### config.mk
export PLATFORM = sky130hd
export DESIGN_NAME = mfm_track_formatter
export DESIGN_NICKNAME = d
export VERILOG_FILES = /design/src/mfm_pkg.sv /design/src/mfm_out_buf.sv /design/src/mfm_core.sv /design/src/mfm_track_formatter.sv
export SDC_FILE = /design/constraint.sdc
export NUM_CORES = 1
export LEC_CHECK = 0
export BUFFER_PORTS_ARGS = -buffer_cell sky130_fd_sc_hd__buf_2
export CORE_MARGIN = 2
export CORE_UTILIZATION = 55
export CTS_CLUSTER_SIZE = 16
export DETAILED_ROUTE_END_ITERATION = 16
export MAX_ROUTING_LAYER = met4
export PLACE_DENSITY = 0.81
export SYNTH_ARGS = -nofsm -noshare
export SYNTH_HDL_FRONTEND = slang
export SYNTH_SLANG_ARGS = --single-unit
### constraint.sdc
create_clock -name clk -period 10.4 [get_ports clk]
set_input_delay 0 -clock clk [delete_from_list [all_inputs] [get_ports clk]]
set_output_delay 0 -clock clk [all_outputs]
set_load 0.01 [all_outputs]
### src/mfm_pkg.sv
// ----------------------------------------------------------------------------
// mfm_pkg
// shared types, constants and the crc helper of the mfm track formatter
// ----------------------------------------------------------------------------
`default_nettype none

package mfm_pkg;

    localparam int TABLE_BYTES = 128;
    localparam int MAX_SECTORS = 64;

    localparam int CNT_W    = 11;
    localparam int SEC_W    = 7;
    localparam int POS_W    = 13;
    localparam int ACC_W    = 14;
    localparam int LAYOUT_W = 18;
    localparam int CFG_IDX_W = 3;

    localparam logic [7:0] GAP_BYTE   = 8'h4e;
    localparam logic [7:0] SYNC_BYTE  = 8'h00;
    localparam logic [7:0] IMARK_BYTE = 8'hc2;
    localparam logic [7:0] IAM_BYTE   = 8'hfc;
    localparam logic [7:0] A1_BYTE    = 8'ha1;
    localparam logic [7:0] IDAM_BYTE  = 8'hfe;
    localparam logic [7:0] DAM_BYTE   = 8'hfb;

    localparam logic [15:0] CRC_INIT = 16'hffff;
    localparam logic [15:0] CRC_POLY = 16'h1021;

    localparam logic [CNT_W-1:0] SYNC_LEN = 11'd12;
    localparam logic [CNT_W-1:0] MARK_LEN = 11'd3;
    localparam logic [CNT_W-1:0] ONE_LEN  = 11'd1;
    localparam logic [CNT_W-1:0] CHRN_LEN = 11'd4;
    localparam logic [CNT_W-1:0] CRC_LEN  = 11'd2;

    typedef enum logic [CFG_IDX_W-1:0] {
        CFG_GAP_ONE     = 3'd0,
        CFG_GAP_TWO     = 3'd1,
        CFG_GAP_THREE   = 3'd2,
        CFG_GAP_FOUR_A  = 3'd3,
        CFG_SECTORS     = 3'd4,
        CFG_SIZE_CODE   = 3'd5
    } cfg_index_t;

    typedef enum logic [19:0] {
        PH_IDLE   = 20'h00001,
        PH_TABLE  = 20'h00002,
        PH_GAP4A  = 20'h00004,
        PH_ISYNC  = 20'h00008,
        PH_IMARK  = 20'h00010,
        PH_IFC    = 20'h00020,
        PH_GAP1   = 20'h00040,
        PH_SSYNC  = 20'h00080,
        PH_IDA1   = 20'h00100,
        PH_IDFE   = 20'h00200,
        PH_IDCHRN = 20'h00400,
        PH_IDCRC  = 20'h00800,
        PH_GAP2   = 20'h01000,
        PH_DSYNC  = 20'h02000,
        PH_DA1    = 20'h04000,
        PH_DFB    = 20'h08000,
        PH_DATA   = 20'h10000,
        PH_DCRC   = 20'h20000,
        PH_GAP3   = 20'h40000,
        PH_GAP4B  = 20'h80000
    } phase_t;

    typedef struct packed {
        logic [7:0] track_byte;
        logic       data_taken;
        logic       last_of_track;
        logic       layout_error;
    } result_t;

    // crc-16-ccitt, msb first, one byte
    function automatic logic [15:0] crc_update(input logic [15:0] crc_in,
                                               input logic [7:0]  data);
        logic [15:0] c;
        c = crc_in ^ {data, 8'h00};
        for (int i = 0; i < 8; i++)
        begin
            c = c[15] ? ({c[14:0], 1'b0} ^ CRC_POLY) : {c[14:0], 1'b0};
        end
        return c;
    endfunction

endpackage

`default_nettype wire

### src/mfm_out_buf.sv
// ----------------------------------------------------------------------------
// mfm_out_buf
// result register with a skid stage, decouples the result side from intake
// ----------------------------------------------------------------------------
`default_nettype none

module mfm_out_buf
(
    input  wire logic             clk,
    input  wire logic             rst_n,
    input  wire logic             push,
    input  wire mfm_pkg::result_t push_item,
    input  wire logic             out_ready,
    output logic                  out_valid,
    output mfm_pkg::result_t      out_item,
    output logic                  full
);
    import mfm_pkg::*;

    logic    main_valid_reg;
    logic    skid_valid_reg;
    result_t main_item_reg;
    result_t skid_item_reg;
    logic    out_fire;

    assign out_fire  = main_valid_reg && out_ready;
    assign out_valid = main_valid_reg;
    assign out_item  = main_item_reg;
    assign full      = skid_valid_reg;

    always_ff @(posedge clk or negedge rst_n)
    begin
        if (!rst_n)
        begin
            main_valid_reg <= 1'b0;
            skid_valid_reg <= 1'b0;
        end
        else if (skid_valid_reg)
        begin
            if (out_fire)
            begin
                skid_valid_reg <= 1'b0;
            end
        end
        else if (push)
        begin
            if (!main_valid_reg || out_fire)
            begin
                main_valid_reg <= 1'b1;
            end
            else
            begin
                skid_valid_reg <= 1'b1;
            end
        end
        else if (out_fire)
        begin
            main_valid_reg <= 1'b0;
        end
    end

    always_ff @(posedge clk)
    begin
        if (skid_valid_reg)
        begin
            if (out_fire)
            begin
                main_item_reg <= skid_item_reg;
            end
        end
        else if (push)
        begin
            if (!main_valid_reg || out_fire)
            begin
                main_item_reg <= push_item;
            end
            else
            begin
                skid_item_reg <= push_item;
            end
        end
    end

endmodule

`default_nettype wire

### src/mfm_core.sv
// ----------------------------------------------------------------------------
// mfm_core
// configuration registers, track sequencer, offset table and crc datapath
// ----------------------------------------------------------------------------
`default_nettype none

module mfm_core
#(
    parameter int TRACK_BYTES = 6250
)
(
    input  wire logic                            clk,
    input  wire logic                            rst_n,
    input  wire logic                            cfg_we,
    input  wire logic [mfm_pkg::CFG_IDX_W-1:0]   cfg_index,
    input  wire logic [7:0]                      cfg_data,
    input  wire logic                            in_fire,
    input  wire logic                            req_type,
    input  wire logic [7:0]                      cylinder_number,
    input  wire logic                            head_number,
    input  wire logic [7:0]                      data_byte,
    output logic                                 res_valid,
    output mfm_pkg::result_t                     res
);
    import mfm_pkg::*;

    localparam logic [ACC_W-1:0]    TABLE_LIMIT = ACC_W'(TABLE_BYTES + TRACK_BYTES);
    localparam logic [ACC_W:0]      POS_LIMIT   = (ACC_W + 1)'(TRACK_BYTES);
    localparam logic [LAYOUT_W-1:0] LAYOUT_MAX  = LAYOUT_W'(TRACK_BYTES);
    localparam logic [ACC_W-1:0]    ACC_SAT     = {ACC_W{1'b1}};

    // configuration
    logic [7:0]       gap_one_reg;
    logic [7:0]       gap_two_reg;
    logic [7:0]       gap_three_reg;
    logic [7:0]       gap_four_a_reg;
    logic [SEC_W-1:0] sectors_reg;
    logic [1:0]       size_code_reg;

    // track state
    phase_t           phase_reg,   phase_next;
    logic [CNT_W-1:0] count_reg,   count_next;
    logic [SEC_W-1:0] sector_reg,  sector_next;
    logic [POS_W-1:0] pos_reg,     pos_next;
    logic [15:0]      crc_reg,     crc_next;
    logic [7:0]       cyl_reg,     cyl_next;
    logic             head_reg,    head_next;
    logic [ACC_W-1:0] accum_reg,   accum_next;
    logic             overrun_reg, overrun_next;

    logic [SEC_W-1:0]    eff_sectors;
    logic [CNT_W-1:0]    sector_bytes;
    logic [CNT_W-1:0]    raw_len;
    logic [LAYOUT_W-1:0] layout;

    // phase resolution, two skip steps
    logic             step1, step2;
    phase_t           ph1, ph2;
    logic [CNT_W-1:0] cnt1, cnt2;
    logic [SEC_W-1:0] si1, si2, si_inc0, si_inc1;

    logic [5:0]       entry;
    logic             entry_ok;
    logic [ACC_W:0]   accum_sum;
    logic [7:0]       tbyte;
    logic [15:0]      crc_base;
    logic             crc_phase;
    result_t          res_c;

    function automatic logic phase_done(input phase_t ph, input logic [CNT_W-1:0] cnt,
                                        input logic [7:0] g1, input logic [7:0] g2,
                                        input logic [7:0] g3, input logic [7:0] g4a,
                                        input logic [CNT_W-1:0] sb);
        logic done;
        unique case (ph)
            PH_GAP4A:                     done = cnt >= CNT_W'(g4a);
            PH_ISYNC, PH_SSYNC, PH_DSYNC: done = cnt >= SYNC_LEN;
            PH_IMARK, PH_IDA1, PH_DA1:    done = cnt >= MARK_LEN;
            PH_IFC, PH_IDFE, PH_DFB:      done = cnt >= ONE_LEN;
            PH_GAP1:                      done = cnt >= CNT_W'(g1);
            PH_IDCHRN:                    done = cnt >= CHRN_LEN;
            PH_IDCRC, PH_DCRC:            done = cnt >= CRC_LEN;
            PH_GAP2:                      done = cnt >= CNT_W'(g2);
            PH_DATA:                      done = cnt >= sb;
            PH_GAP3:                      done = cnt >= CNT_W'(g3);
            default:                      done = 1'b0;
        endcase
        return done;
    endfunction

    function automatic phase_t adv_phase(input phase_t ph, input logic [SEC_W-1:0] si_inc,
                                         input logic [SEC_W-1:0] eff);
        phase_t nxt;
        unique case (ph)
            PH_GAP4A:  nxt = PH_ISYNC;
            PH_ISYNC:  nxt = PH_IMARK;
            PH_IMARK:  nxt = PH_IFC;
            PH_IFC:    nxt = PH_GAP1;
            PH_GAP1:   nxt = (eff != '0) ? PH_SSYNC : PH_GAP4B;
            PH_SSYNC:  nxt = PH_IDA1;
            PH_IDA1:   nxt = PH_IDFE;
            PH_IDFE:   nxt = PH_IDCHRN;
            PH_IDCHRN: nxt = PH_IDCRC;
            PH_IDCRC:  nxt = PH_GAP2;
            PH_GAP2:   nxt = PH_DSYNC;
            PH_DSYNC:  nxt = PH_DA1;
            PH_DA1:    nxt = PH_DFB;
            PH_DFB:    nxt = PH_DATA;
            PH_DATA:   nxt = PH_DCRC;
            PH_DCRC:   nxt = PH_GAP3;
            PH_GAP3:   nxt = (si_inc < eff) ? PH_SSYNC : PH_GAP4B;
            default:   nxt = ph;
        endcase
        return nxt;
    endfunction

    always_ff @(posedge clk or negedge rst_n)
    begin
        if (!rst_n)
        begin
            gap_one_reg    <= 8'd50;
            gap_two_reg    <= 8'd22;
            gap_three_reg  <= 8'd34;
            gap_four_a_reg <= 8'd80;
            sectors_reg    <= 7'd17;
            size_code_reg  <= 2'd1;
        end
        else if (cfg_we)
        begin
            unique case (cfg_index)
                CFG_GAP_ONE:    gap_one_reg    <= cfg_data;
                CFG_GAP_TWO:    gap_two_reg    <= cfg_data;
                CFG_GAP_THREE:  gap_three_reg  <= cfg_data;
                CFG_GAP_FOUR_A: gap_four_a_reg <= cfg_data;
                CFG_SECTORS:    sectors_reg    <= cfg_data[SEC_W-1:0];
                CFG_SIZE_CODE:  size_code_reg  <= cfg_data[1:0];
                default:        ;
            endcase
        end
    end

    assign eff_sectors  = (sectors_reg > SEC_W'(MAX_SECTORS)) ? SEC_W'(MAX_SECTORS)
                                                              : sectors_reg;
    assign sector_bytes = CNT_W'(TABLE_BYTES) << size_code_reg;
    assign raw_len      = CNT_W'(40) + CNT_W'(gap_two_reg) + sector_bytes
                        + CNT_W'(gap_three_reg);
    assign layout       = LAYOUT_W'(gap_four_a_reg) + LAYOUT_W'(gap_one_reg)
                        + LAYOUT_W'(16) + LAYOUT_W'(eff_sectors) * LAYOUT_W'(raw_len);

    // skip finished and empty fields
    always_comb
    begin
        si_inc0 = sector_reg + 1'b1;
        step1   = phase_done(phase_reg, count_reg, gap_one_reg, gap_two_reg,
                             gap_three_reg, gap_four_a_reg, sector_bytes);
        ph1     = step1 ? adv_phase(phase_reg, si_inc0, eff_sectors) : phase_reg;
        si1     = (step1 && phase_reg == PH_GAP3) ? si_inc0 : sector_reg;
        cnt1    = step1 ? '0 : count_reg;

        si_inc1 = si1 + 1'b1;
        step2   = phase_done(ph1, cnt1, gap_one_reg, gap_two_reg,
                             gap_three_reg, gap_four_a_reg, sector_bytes);
        ph2     = step2 ? adv_phase(ph1, si_inc1, eff_sectors) : ph1;
        si2     = (step2 && ph1 == PH_GAP3) ? si_inc1 : si1;
        cnt2    = step2 ? '0 : cnt1;
    end

    // offset table entry
    assign entry     = count_reg[6:1];
    assign entry_ok  = (SEC_W'(entry) < eff_sectors) && (accum_reg < TABLE_LIMIT);
    assign accum_sum = (ACC_W + 1)'(accum_reg) + (ACC_W + 1)'(raw_len);

    // raw track byte
    always_comb
    begin
        unique case (ph2)
            PH_ISYNC, PH_SSYNC, PH_DSYNC: tbyte = SYNC_BYTE;
            PH_IMARK:                     tbyte = IMARK_BYTE;
            PH_IFC:                       tbyte = IAM_BYTE;
            PH_IDA1, PH_DA1:              tbyte = A1_BYTE;
            PH_IDFE:                      tbyte = IDAM_BYTE;
            PH_DFB:                       tbyte = DAM_BYTE;
            PH_IDCHRN:
            begin
                unique case (cnt2[1:0])
                    2'd0:    tbyte = cyl_reg;
                    2'd1:    tbyte = {7'd0, head_reg};
                    2'd2:    tbyte = {1'b0, si2} + 8'd1;
                    default: tbyte = {6'd0, size_code_reg};
                endcase
            end
            PH_DATA:                      tbyte = data_byte;
            PH_IDCRC, PH_DCRC:            tbyte = (cnt2 == '0) ? crc_reg[15:8] : crc_reg[7:0];
            default:                      tbyte = GAP_BYTE;
        endcase
        crc_base  = ((ph2 == PH_IDA1 || ph2 == PH_DA1) && cnt2 == '0) ? CRC_INIT : crc_reg;
        crc_phase = (ph2 == PH_IDA1) || (ph2 == PH_IDFE) || (ph2 == PH_IDCHRN)
                 || (ph2 == PH_DA1) || (ph2 == PH_DFB) || (ph2 == PH_DATA);
    end

    always_comb
    begin
        phase_next   = phase_reg;
        count_next   = count_reg;
        sector_next  = sector_reg;
        pos_next     = pos_reg;
        crc_next     = crc_reg;
        cyl_next     = cyl_reg;
        head_next    = head_reg;
        accum_next   = accum_reg;
        overrun_next = overrun_reg;
        res_valid    = 1'b0;
        res_c        = '0;

        if (in_fire)
        begin
            if (!req_type)
            begin
                cyl_next     = cylinder_number;
                head_next    = head_number;
                phase_next   = PH_TABLE;
                count_next   = '0;
                sector_next  = '0;
                pos_next     = '0;
                crc_next     = CRC_INIT;
                accum_next   = ACC_W'(TABLE_BYTES) + ACC_W'(gap_four_a_reg)
                             + ACC_W'(gap_one_reg) + ACC_W'(31);
                overrun_next = layout > LAYOUT_MAX;
            end
            else if (phase_reg == PH_TABLE)
            begin
                res_valid          = 1'b1;
                res_c.layout_error = overrun_reg;
                if (!count_reg[0])
                begin
                    res_c.track_byte = entry_ok ? accum_reg[7:0] : 8'd0;
                end
                else
                begin
                    res_c.track_byte = entry_ok ? {2'b10, accum_reg[13:8]} : 8'd0;
                    accum_next = accum_sum[ACC_W] ? ACC_SAT : accum_sum[ACC_W-1:0];
                end
                if (count_reg == CNT_W'(TABLE_BYTES - 1))
                begin
                    phase_next = PH_GAP4A;
                    count_next = '0;
                end
                else
                begin
                    count_next = count_reg + 1'b1;
                end
            end
            else if (phase_reg != PH_IDLE)
            begin
                res_valid          = 1'b1;
                res_c.track_byte   = tbyte;
                res_c.data_taken   = (ph2 == PH_DATA);
                res_c.layout_error = overrun_reg;
                crc_next    = crc_phase ? crc_update(crc_base, tbyte) : crc_base;
                sector_next = si2;
                pos_next    = pos_reg + 1'b1;
                if (((ACC_W + 1)'(pos_reg) + 1'b1) >= POS_LIMIT)
                begin
                    res_c.last_of_track = 1'b1;
                    phase_next = PH_IDLE;
                    count_next = '0;
                end
                else
                begin
                    phase_next = ph2;
                    count_next = cnt2 + 1'b1;
                end
            end
        end
    end

    assign res = res_c;

    always_ff @(posedge clk or negedge rst_n)
    begin
        if (!rst_n)
        begin
            phase_reg   <= PH_IDLE;
            count_reg   <= '0;
            sector_reg  <= '0;
            pos_reg     <= '0;
            crc_reg     <= CRC_INIT;
            cyl_reg     <= '0;
            head_reg    <= 1'b0;
            accum_reg   <= '0;
            overrun_reg <= 1'b0;
        end
        else
        begin
            phase_reg   <= phase_next;
            count_reg   <= count_next;
            sector_reg  <= sector_next;
            pos_reg     <= pos_next;
            crc_reg     <= crc_next;
            cyl_reg     <= cyl_next;
            head_reg    <= head_next;
            accum_reg   <= accum_next;
            overrun_reg <= overrun_next;
        end
    end

endmodule

`default_nettype wire

### src/mfm_track_formatter.sv
// ----------------------------------------------------------------------------
// mfm_track_formatter
// Builds a raw MFM floppy track image (offset table, then track bytes with
// ID and data CRCs) one byte per request beat.
//
// Usage:
//   config beats (cfg_valid/cfg_ready, cfg_index, cfg_data) set gaps, sector
//   count and size code; cfg_ready is always high.
//   An input beat with req_type 0 latches cylinder and head and starts a
//   track; it returns no result. An input beat with req_type 1 returns the
//   next byte; data_byte is used only when data_taken comes back set.
//   A track is 128 table bytes, then TRACK_BYTES raw bytes, the last of
//   which carries last_of_track. Byte beats while no track is open are
//   dropped with no result.
// Timing:
//   one input beat per cycle while in_ready is high; results are
//   registered. All work sits between the sequencer state registers and
//   the result register, and a two-entry output stage keeps in_ready up
//   while one result waits; in_ready drops only with both entries full.
// Reset: no track open, registers at their defaults, output empty.
// ----------------------------------------------------------------------------
`default_nettype none

module mfm_track_formatter
#(
    parameter int TRACK_BYTES = 6250
)
(
    input  wire logic                          clk,
    input  wire logic                          rst_n,

    input  wire logic                          cfg_valid,
    output logic                               cfg_ready,
    input  wire logic [mfm_pkg::CFG_IDX_W-1:0] cfg_index,
    input  wire logic [7:0]                    cfg_data,

    input  wire logic                          in_valid,
    output logic                               in_ready,
    input  wire logic                          req_type,
    input  wire logic [7:0]                    cylinder_number,
    input  wire logic                          head_number,
    input  wire logic [7:0]                    data_byte,

    output logic                               out_valid,
    input  wire logic                          out_ready,
    output logic [7:0]                         track_byte,
    output logic                               data_taken,
    output logic                               last_of_track,
    output logic                               layout_error
);
    import mfm_pkg::*;

    logic    in_fire;
    logic    res_valid;
    result_t res;
    result_t out_item;
    logic    buf_full;

    assign cfg_ready = 1'b1;
    assign in_ready  = !buf_full;
    assign in_fire   = in_valid && in_ready;

    mfm_core #(
        .TRACK_BYTES (TRACK_BYTES)
    ) u_core (
        .clk             (clk),
        .rst_n           (rst_n),
        .cfg_we          (cfg_valid && cfg_ready),
        .cfg_index       (cfg_index),
        .cfg_data        (cfg_data),
        .in_fire         (in_fire),
        .req_type        (req_type),
        .cylinder_number (cylinder_number),
        .head_number     (head_number),
        .data_byte       (data_byte),
        .res_valid       (res_valid),
        .res             (res)
    );

    mfm_out_buf u_out_buf (
        .clk       (clk),
        .rst_n     (rst_n),
        .push      (res_valid),
        .push_item (res),
        .out_ready (out_ready),
        .out_valid (out_valid),
        .out_item  (out_item),
        .full      (buf_full)
    );

    assign track_byte    = out_item.track_byte;
    assign data_taken    = out_item.data_taken;
    assign last_of_track = out_item.last_of_track;
    assign layout_error  = out_item.layout_error;

endmodule

`default_nettype wire

==> metrics.cfg <==
[grt]
grt_pass1_vias=14190
grt_usage_pct=33.18
grt_max_degree=70
grt-ovfl-total=0
grt_antenna_before_repair=1
grt_pass1_wl_um=77770

[placed_design]
portBuffers=46
post-dp-hpwl_um=38190
routabilityCongestion=1.002

[sta]
hold_viol=0
worst_pin_slew_ns=1.287
tns_ns=0
fmax_mhz=104.7
max-slew-margin-rel_pct=14.22
rsz0062_at_grt=false
min_period_over_period_pct=91.83
setup_viol=0
timing.final.max_slew_violations=0
finClkSkew_ns=0.01592
min_period_ns=9.551

[clock_tree]
path_clk_slew_ns=0.07
cts_tree=built
cts_max_level=4
cts_setup_buffers=0
clock_latency_ns=0.47
cts.sinks=156
clk_path_buf_depth=2
cts_inserted_buffers=17
clockRootBuffer=clkbuf_16

[setup_path]
crit_top_cell=nor2_1
end_kind=register
reg2reg_slack_ns=0.85
critPathMaxFanout=19
crit_buf_inv=3
cp.required_ns=10.78
critPathTopFamily=compound AO/OA/AOI/OAI gates
cp_slowest_cell=dfrtp_1
slowest_delay_ns=0.85
cp-start-kind=register
crit_type=register to register
worstPathArrival_ns=9.93

[power_and_ir_drop]
p_leak_nw=8.375
power_w=0.005641
powerDensity_nw_per_um2=317.3
peakVddDrop_v=0.0005464

[finish]
num-nets-final=2229
area_delta_synth_final_pct=8.218
layout-drive-gt1-share_pct=10.51
n_fill_cell=2535
largest_reg_flops=20

[drt]
vias_per_cell=6.303
num_vias=14760
wl_per_cell_um=21.14
finalWirelength_um=49510
drcViolationCount=0
drtIter0Drc=1469
drtPass1Iterations=6
antenna_left=0

[yosys]
syn_nets=2189
synth.largest_area_cell=dfrtp_1
yosys_register_bits=156
synth_commonest_cells=196 x nand2_1, 195 x ha_1, 171 x inv_1
ys.flop_type=dfrtp_1
synth-edff-count=22
syn-cell-area_sq_um=16430
yosys-top-cells-area=dfrtp_1 16%, ha_1 15%, fa_1 7.6%, dfstp_2 4.8%, nand2_1 4.5%
yosysSeqAreaShare_pct=24.66
syn_inst=1898
ys_types=99
async_flop_share_pct=85.90
synth_most_common_cell=nand2_1
syn_area_per_cell_sq_um=8.656
synth_warnings=0
synth.top_cell.area_share_pct=15.84

[job]
drv_cap=0

[floorplanning]
core_area_sq_um=29560
die_h_um=176.8
start_util_pct=55.58
die_area_sq_um=31270
rows=63
pin_count=48
die_w_um=176.8

[min_path]
min_path_type=primary input to register

[run_status]
run_status=finished clean

-- cell type report --
class / count / area [sq um] / area share (%)
Clock inverter: 13 / 166.4 / 0.9360
Inverter: 171 / 641.9 / 3.610
Tap cell: 390 / 488.0 / 2.745
Clock buffer: 19 / 432.9 / 2.435
Timing Repair Buffer: 79 / 531.8 / 2.991
Sequential cell: 156 / 4051 / 22.79
Multi-Input combinational cell: 1513 / 11460 / 64.48
Antenna cell: 1 / 2.502 / 0.01408
-- report_power, final --
part           total [W]  internal, W  switching, W
clock           0.000679     0.000380      0.000299
combinational    0.00407      0.00169       0.00238
sequential      0.000893     0.000742      0.000150
-- worst register-to-register path, delay by kind of cell, from the launching register on --
family,cells,cell delay [ns]
xor gates and xnor gates,2,0.74
buffers and inverters,3,0.55
and+or+nand+nor,8,2.56
DFF,1,0.85
adders and majority gates,3,0.94
muxes,2,0.61
AOI/OAI and AO/OA,12,3.22
-- logic make-up (layout without fill, tap and decap cells) --
logic type | Yosys count | in the layout | synth area share (%)
simple gates | 631 | 631 | 19.35
compound gates | 478 | 478 | 19.17
fa+ha+maj | 257 | 257 | 22.41
buf+inv | 229 | 282 | 5.567
flops | 156 | 156 | 24.66
xor+xnor | 94 | 94 | 5.369
mux | 52 | 52 | 3.450
other cells | 1 | 2 | 0.02283
-- metal layers --
metal  vias up  wire [um]  GRT usage [%]
met1      7180      21460          44.80
met2       680      22750          51.19
met5         -          0              -
met4         0       1680          11.95
met3       115       3617          4.510
li1       6786          -              -
-- per-stage QoR --
| step | setup WS [ns] | std cells | utilization [%] | instance area [sq um] | hold slack (ns) |
|---|---|---|---|---|---|
| global placement | 1.506 | 2290 | 57.46 | 16990 | 0.05994 |
| finish | 0.8492 | 2342 | 60.14 | 17780 | 0.01818 |
| detailed placement | 1.090 | 2290 | 57.46 | 16990 | 0.05678 |
| global route | 0.06088 | 2342 | 60.14 | 17780 | 0.02953 |
| CTS | 0.9662 | 2341 | 60.13 | 17770 | 0.01477 |
| floorplan | 2.576 | 1898 | - | 16430 | -0.2956 |
-- cells in the final DEF, fill, tap and decap left out, types with 13 or more instances in the layout --
cell type,instances
and3_1,16
nand3_1,44
nor2_1,152
o22ai_1,20
mux2_2,29
dfrtp_1,104
mux2i_1,21
o21bai_1,20
xnor2_1,62
buf_2,45
fa_1,62
a21o_1,41
xor2_1,27
a21oi_1,115
nor2b_1,23
dfstp_2,30
nor3_1,27
nand2_1,196
clkbuf_16,17
o31ai_1,14
inv_1,171
and2_1,35
nor4_1,15
edfxtp_1,22
a31oi_1,20
or3_1,13
buf_4,14
nand2b_1,26
dlygate4sd3_1,19
o21ai_0,138
ha_1,195
nand4_1,23
-- final timing paths --
check / start / end / cells past startpoint
worst max-delay path: u_core.count_reg[0]$_DFFE_PN0P_ / u_core.crc_reg[6]$_DFFE_PN1P_ / 30
worst min-delay path: cfg_index[0] / u_core.gap_three_reg[4]$_DFFE_PN0P_ / 3
worst max register to register: u_core.count_reg[0]$_DFFE_PN0P_ / u_core.crc_reg[6]$_DFFE_PN1P_ / 30
max in group asynchronous: rst_n / u_core.phase_reg[14]$_DFFE_PN0P_ / 3
min in group asynchronous: rst_n / u_core.overrun_reg$_DFFE_PN0P_ / 2
worst min register to register: u_core.crc_reg[5]$_DFFE_PN1P_ / u_core.crc_reg[5]$_DFFE_PN1P_ / 2
-- repair_timing --
action,in CTS,in global routing
gates resized for setup,0,1
hold buffers,19,0
setup endpoints to repair,0,4
hold endpoints to repair,120,0
No activity file was read; power rests on OpenSTA's default activity.
